--- src/sv/u64ht_pkg.sv ---
// Package for the 64-bit key hash table: shared types, codes and constants.
// Used by every module of the block but the RAM; depends on nothing.
package u64ht_pkg;

  localparam int MAX_BUCKETS_DEF = 4096;
  localparam int POOL_DEPTH_DEF  = 4096;

  // murmur3 fmix64 multipliers and shift
  localparam logic [63:0] MIX_C1    = 64'hFF51AFD7ED558CCD;
  localparam logic [63:0] MIX_C2    = 64'hC4CEB9FE1A85EC53;
  localparam int          MIX_SHIFT = 33;

  localparam logic [3:0]  MIN_LOG2  = 4'd3;
  localparam int          CNT_OUT_W = 13;
  localparam int          COLL_W    = 12;
  localparam logic [11:0] COLL_MAX  = 12'hFFF;

  typedef enum logic [1:0] {
    REQ_PUT    = 2'd0,
    REQ_GET    = 2'd1,
    REQ_REMOVE = 2'd2,
    REQ_NOP    = 2'd3
  } req_t;

  typedef enum logic [1:0] {
    ST_OK   = 2'd0,
    ST_MISS = 2'd1,
    ST_FULL = 2'd2
  } status_t;

  // one classified request word passed from front to back
  typedef struct packed {
    req_t        req;
    logic [63:0] key;
    logic [63:0] value;
    logic [63:0] hash;
  } item_t;

endpackage

--- src/sv/u64ht_front.sv ---
// Front end: takes a request word and computes its fmix64 hash on one
// shared 32x32 multiplier. Depends on u64ht_pkg.
module u64ht_front (
  input  logic               clk,
  input  logic               rst,
  input  logic               accept,
  input  logic [1:0]         req_type,
  input  logic [63:0]        key,
  input  logic [63:0]        value,
  output logic               busy,
  output logic               out_valid,
  output u64ht_pkg::item_t   out_item,
  input  logic               out_ready
);

  typedef enum logic [1:0] {F_IDLE, F_MUL, F_HOLD} fstate_t;

  fstate_t     state;
  logic        second;
  logic [1:0]  step;
  logic [63:0] v;
  logic [63:0] acc;
  logic [63:0] prod;
  logic [1:0]  req_q;
  logic [63:0] key_q;
  logic [63:0] val_q;

  logic [63:0] mconst;
  logic [31:0] a_op;
  logic [31:0] b_op;
  logic [63:0] pp;
  logic [63:0] sum;

  always_comb begin
    mconst = second ? u64ht_pkg::MIX_C2 : u64ht_pkg::MIX_C1;
    unique case (step)
      2'd0: begin
        a_op = v[31:0];
        b_op = mconst[31:0];
      end
      2'd1: begin
        a_op = v[31:0];
        b_op = mconst[63:32];
      end
      default: begin
        a_op = v[63:32];
        b_op = mconst[31:0];
      end
    endcase
    pp  = a_op * b_op;
    sum = acc + {prod[31:0], 32'd0};
  end

  // step 0..2 issue partial products, steps 1..3 accumulate them
  always_ff @(posedge clk) begin
    if (rst) begin
      state <= F_IDLE;
    end else begin
      unique case (state)
        F_IDLE: begin
          if (accept) begin
            req_q  <= req_type;
            key_q  <= key;
            val_q  <= value;
            v      <= key ^ (key >> u64ht_pkg::MIX_SHIFT);
            step   <= 2'd0;
            second <= 1'b0;
            state  <= F_MUL;
          end
        end
        F_MUL: begin
          if (step != 2'd3) begin
            prod <= pp;
          end
          if (step == 2'd1) begin
            acc <= prod;
          end else if (step == 2'd2) begin
            acc <= sum;
          end
          step <= step + 2'd1;
          if (step == 2'd3) begin
            v <= sum ^ (sum >> u64ht_pkg::MIX_SHIFT);
            if (second) begin
              state <= F_HOLD;
            end else begin
              second <= 1'b1;
            end
          end
        end
        F_HOLD: begin
          if (out_ready) begin
            state <= F_IDLE;
          end
        end
        default: state <= F_IDLE;
      endcase
    end
  end

  assign busy           = (state != F_IDLE);
  assign out_valid      = (state == F_HOLD);
  assign out_item.req   = u64ht_pkg::req_t'(req_q);
  assign out_item.key   = key_q;
  assign out_item.value = val_q;
  assign out_item.hash  = v;

endmodule

--- config.mk ---
export PLATFORM = sky130hd
export DESIGN_NAME = u64ht_front
export DESIGN_NICKNAME = d
export VERILOG_FILES = /design/src/sv/u64ht_pkg.sv /design/src/sv/u64ht_front.sv
export SDC_FILE = /design/constraint.sdc
export NUM_CORES = 2
export LEC_CHECK = 0
export BUFFER_PORTS_ARGS = -buffer_cell sky130_fd_sc_hd__buf_2
export CORE_MARGIN = 4
export CORE_UTILIZATION = 65
export DETAILED_ROUTE_END_ITERATION = 8
export PLACE_DENSITY_LB_ADDON = 0.2
export SLEW_MARGIN = 15
export SYNTH_ARGS = -nofsm -noshare
export SYNTH_HDL_FRONTEND = slang
export SYNTH_SLANG_ARGS = --single-unit
--- constraint.sdc ---
create_clock -name clk -period 17.2 [get_ports clk]
set_clock_uncertainty 0.2 [all_clocks]
set_input_delay 0.86 -clock clk [delete_from_list [all_inputs] [get_ports clk]]
set_output_delay 0.86 -clock clk [all_outputs]
set_load 0.01 [all_outputs]
Yosys cells after proc, flatten, opt, wreduce, memory -nomap -nowiden
Index checks and enable logic that the tools add are counted.
{"block": "totals", "in_bits": 134, "reg_bits": 327, "output_inout_bits": 196, "wordCells": 55}
{"block": "op_classes", "n_mul": 1, "n_reduce_logical": 12, "mux": 18, "n_bitwise": 3, "n_eq_ne": 10, "add_sub_neg": 2}
{"cell": "64-bit two-way mux", "n": 4}
{"cell": "64-bit one-hot mux with 2 select lines", "n": 1}
{"cell": "64-bit by 31-bit XOR with 64-bit output", "n": 2}
{"cell": "64-bit adder", "n": 1}
{"cell": "32-bit by 32-bit multiplier with 64-bit output", "n": 1}
{"cell": "32-bit two-way mux", "n": 2}
{"cell": "62-bit two-way mux", "n": 1}
{"cell": "3-bit AND reduction", "n": 4}
{"cell": "2-bit two-way mux", "n": 5}
{"cell": "2-bit != test (second input constant)", "n": 4}
{"cell": "4-bit AND reduction", "n": 2}
{"cell": "2-bit == test (second input constant)", "n": 3}
{"cell": "2-bit one-hot mux with 3 select lines", "n": 1}
{"cell": "2-bit nonzero test", "n": 3}
{"cell": "2-bit by 1-bit == test with 1-bit output (second input constant)", "n": 2}
{"cell": "2-bit zero test", "n": 2}
{"cell": "2-bit one-hot mux with 2 select lines", "n": 1}
{"cell": "2-bit by 1-bit adder with 2-bit output (second input constant)", "n": 1}
{"cell": "1-bit two-way mux", "n": 2}
{"cell": "2-bit by 1-bit != test with 1-bit output (second input constant)", "n": 1}
{"cell": "1-bit one-hot mux with 2 select lines", "n": 1}
{"cell": "2-bit OR reduction", "n": 1}
{"cell": "1-bit inverter", "n": 1}

Logic depth before layout (Yosys ltp)
{"block": "depth", "word_depth": 4, "ltp_mapped": 36, "ltp_nobuf": 33}

Least setup slack after synthesis
No wires, ideal clock.
{"block": "synth_path", "path_kind": "input to register", "start": "input port rst", "end": "register key_q[0] (enable)", "setup_ps": 808, "arrival_ps": 10304, "required_time_ps": 16192, "path_slack_ps": 5888, "n_path_buf": 0, "path_stages": 1, "cell_sequence": "nor3b_1"}
{"block": "synth_via", "elab_chain_len": 2}
{"element": "from (decl)", "line": "u64ht_front.sv:5", "source": "input logic rst,"}
{"element": "1-bit inverter (no line)"}
{"element": "3-bit AND reduction (no line)"}
{"element": "to (signal assigned)", "line": "u64ht_front.sv:63", "source": "key_q <= key;"}
{"element": "to (decl)", "line": "u64ht_front.sv:25", "source": "logic [63:0] key_q;"}
Every way passes these cells.
A chain may end at the register's enable or synchronous reset.

Final worst setup path
{"block": "layout_path", "start": "register step[1]", "end": "register prod[54] (data pin)"}
{"block": "layout_via", "elab_chain_len": 4, "elab_cells_between_ends": 6, "classes_between": "1 x mul; 1 x eq/ne; 2 x mux; 2 x reduce/logical"}
{"element": "from (decl)", "line": "u64ht_front.sv:20", "source": "logic [1:0] step;"}
{"element": "from (signal assigned)", "line": "u64ht_front.sv:80", "source": "step <= step + 2'd1;"}
{"element": "2-bit by 1-bit == test with 1-bit output or 2-bit zero test (tied branches)", "line": "u64ht_front.sv:36", "source": "unique case (step)"}
{"element": "2-bit OR reduction (no line)"}
{"element": "32-bit two-way mux", "line": "u64ht_front.sv:36"}
{"element": "32-bit by 32-bit multiplier with 64-bit output *", "line": "u64ht_front.sv:50", "source": "pp = a_op * b_op;"}
{"element": "named net pp[54]", "line": "u64ht_front.sv:31", "source": "logic [63:0] pp;"}
{"element": "to (signal assigned)", "line": "u64ht_front.sv:73", "source": "prod <= pp;"}
{"element": "to (decl)", "line": "u64ht_front.sv:23", "source": "logic [63:0] prod;"}
Mark *: on every way through the listed nets, which the timed path passes. The rest lies on a longest branch.

==> flow_summary.yaml <==
worst_setup_path:
  worstPathMaxFanout: 52
  r2r_cells: 31
  ff2ff_setup_slack_ns: 6.16
  cp-start-kind: "flop"
  r2r-end: "prod[54]$_DFFE_PP_"
  rr_startpoint: "step[1]$_SDFFCE_PN0P_"
  critPathSlowestCell: "fa_1"
  crit_arrival_ns: 11.15
  crit_required_ns: 17.31
  crit_type: "flop to flop"
  crit_path_end_kind: "flop"
  critical-path-top-delay-family: "adder cells"
  cpPeakStageDelay_ns: 0.68
  crit_top_cell: "fa_1"
  critPathBufInv: 9
sta:
  setup_viol: 0
  setup_tns_ns: 0
  worst_pin_slew_ns: 1.10
  timing.final.crit_share_pct: 64.2
  finalCriticalPeriod_ns: 11.04
  max_freq_mhz: 90.6
  relSlewSlack_pct: 26.4
  finalWorstSetupSlack_ns: 6.16
  rsz0062_at_grt: "false"
  slew_viol_final: 0
  hold_viol_final: 0
detailed_routing:
  final_antenna_net_count: 0
  vias_per_cell: 5.89
  drt-total-wl_um: 140000
  met1_length_um: 51700
  vias: 31635
  drc: 0
  wl_met3_um: 12900
  post_drt_wl_per_cell_um: 26.1
  top_layer_used: "met5"
  wl_met2_um: 65100
  firstDrtPassIters: 8
  drtIter0Drc: 2961
synthesis:
  synth_xor_xnor_area_share_pct: 4.90
  synth_compound_area_share_pct: 7.40
  netlist_instances: 4201
  synth_commonest_cells: "968 x inv_1, 769 x fa_1, 398 x ha_1, 325 x edfxtp_1, 304 x nand2_1"
  ys.flop_type: "edfxtp_1"
  synth-adder-area-share_pct: 46.8
  synth_edf_count: 325
  netlist_top_cells_area: "fa_1 35%, edfxtp_1 22%, ha_1 11%, inv_1 8.3%, xor2_1 2.7%"
  postSynthAreaPerCell_um2: 10.4
  async_flop_share_pct: 0
  yosys.area.top_type: "fa_1"
  yosys_warnings: 0
  syn-cell-area_um2: 43800
  synth.distinct_cells: 81
  synthMuxAreaShare_pct: 0.984
  synth_top_family_by_area: "adder cells"
  syn_nets: 5502
  seq_area_frac_synth_pct: 22.4
  synthMostInstantiatedCell: "inv_1"
  synthSimpleGateAreaFrac_pct: 8.13
  yosys.area.top_type_share_pct: 35.2
  synth-seq-cells: 327
floorplan:
  core_um2: 66200
  rows: 94
  num_io_pins: 330
  dieArea_um2: 71500
  dieHeight_um: 267
  start_util_pct: 66.1
  die_w_um: 267
status:
  outcome: "finished clean"
grt:
  track_usage_pct: 40.3
  grt_pass1_wl_um: 211000
  grt_pass1_vias: 33115
  antenna_found_initial: 8
  grt_max_degree: 81
  grt_overflow_total: 0
clock_network:
  cts.sinks: 327
  postCtsSetupBuffers: 0
  path_clk_slew_ns: 0.08
  cts_tree: "built"
  cts_htree_levels: 1
  numCtsBuffers: 27
  cts_hold_buf: 0
  insertion_delay_ns: 0.56
  cts_resized: 0
  cts-root-buf: "clkbuf_16"
  clockBufferDepth: 3
worst_hold_path:
  min_path_type: "input port to flop"
  hold_start: "value[45]"
  hold_depth: 1
  worstHoldEndpoint: "val_q[45]$_DFFE_PP_"
cells_and_area:
  n_fill_cell: 5042
  drive_above_1_share_pct: 10.5
  area.growth.synth_to_final_pct: 8.09
  multi_input_area_um2: 29900
  layout.area.seq_um2: 9800
  diodes: 0
  finalNetCount: 5787
placed_design:
  port_buffers: 329
  dp_slack_ns: 6.38
  gp_congestion: 1.05
  place_hpwl_um: 120000
flow_run:
  maxCapViolCount: 0
layout make-up:
cell class	instances	share of cell area, %
tap	864	2.29
multi-input combinational	2778	63.2
timing repair buffer	375	4.21
clock buffer	30	1.45
clock inverter	19	0.362
sequential	327	20.7
inverter	977	7.75
cell families after synthesis:
group,after synthesis
AO/OA/AOI/OAI,522
XOR/XNOR,239
adder cells (fa/ha/maj),1175
buffers and inverters,1096
flip-flops,327
multiplexers,41
other,1
AND/OR/NAND/NOR,800
cell usage in the layout (no fill, tap or decap), drive strengths merged, types with 3 or more instances in the layout:
cell type  synthesis  final
buf               11    375
nand2            304    304
nor3              23     23
nor3b              3      3
clkbuf           108     30
clkinv             7     19
xor2             134    134
and3              27     27
a21o             113    113
xnor2            102    102
mux2              16     16
a31oi             13     13
o22ai              5      5
ha               398    398
nor4               4      4
and2              59     59
o21bai            13     13
o31ai              4      4
nor2b             21     21
fa               769    769
o21a               7      7
nand3             23     23
a41oi              3      3
o211ai            11     11
or2               10     10
a311oi             4      4
inv              970    972
nor2             263    263
o21ai            146    146
a21oi            165    165
a211oi             7      7
bufinv             0      3
nand2b            46     46
a221oi             5      5
edfxtp           325    325
nand4             12     12
maj3               8      8
mux2i             25     25
per-stage QoR:
stage	util (%)	hold slack (ns)	cell area (um2)	std cells
6_report	71.4	0.275	47300	5370
5_1_grt	71.4	0.254	47300	5370
4_1_cts	71.4	0.254	47300	5370
3_5_place_dp	70.1	0.338	46400	5321
3_3_place_gp	70.1	0.320	46400	5321
2_1_floorplan	-	0.284	43800	4201
flip-flops by register name, indices dropped and copies added (netlist names):
signal,count
acc,64
key_q,64
prod,64
req_q,2
second,1
state,2
step,2
v,64
val_q,64
worst max path at each step:
stage	from	endpoint	slack [ns]	cells past startpoint
global placement	step[1]$_SDFFCE_PN0P_	prod[54]$_DFFE_PP_	6.60	30
CTS	step[1]$_SDFFCE_PN0P_	prod[54]$_DFFE_PP_	6.39	30
floorplan	rst	key_q[0]$_DFFE_PP_	5.89	1
detailed placement	step[1]$_SDFFCE_PN0P_	prod[54]$_DFFE_PP_	6.38	30
finish	step[1]$_SDFFCE_PN0P_	prod[54]$_DFFE_PP_	6.16	31
global route	step[1]$_SDFFCE_PN0P_	prod[56]$_DFFE_PP_	5.65	31
metal layers:
layer  track usage, %  up-vias
met3             8.63      456
li1                 -    13714
met5                0        -
met1             52.3    15770
met2             64.4     1683
met4             21.6       12
Power is left out: the tool's default activity adds up to more than one toggle a clock period on the data nets, which glitch-free logic cannot reach.
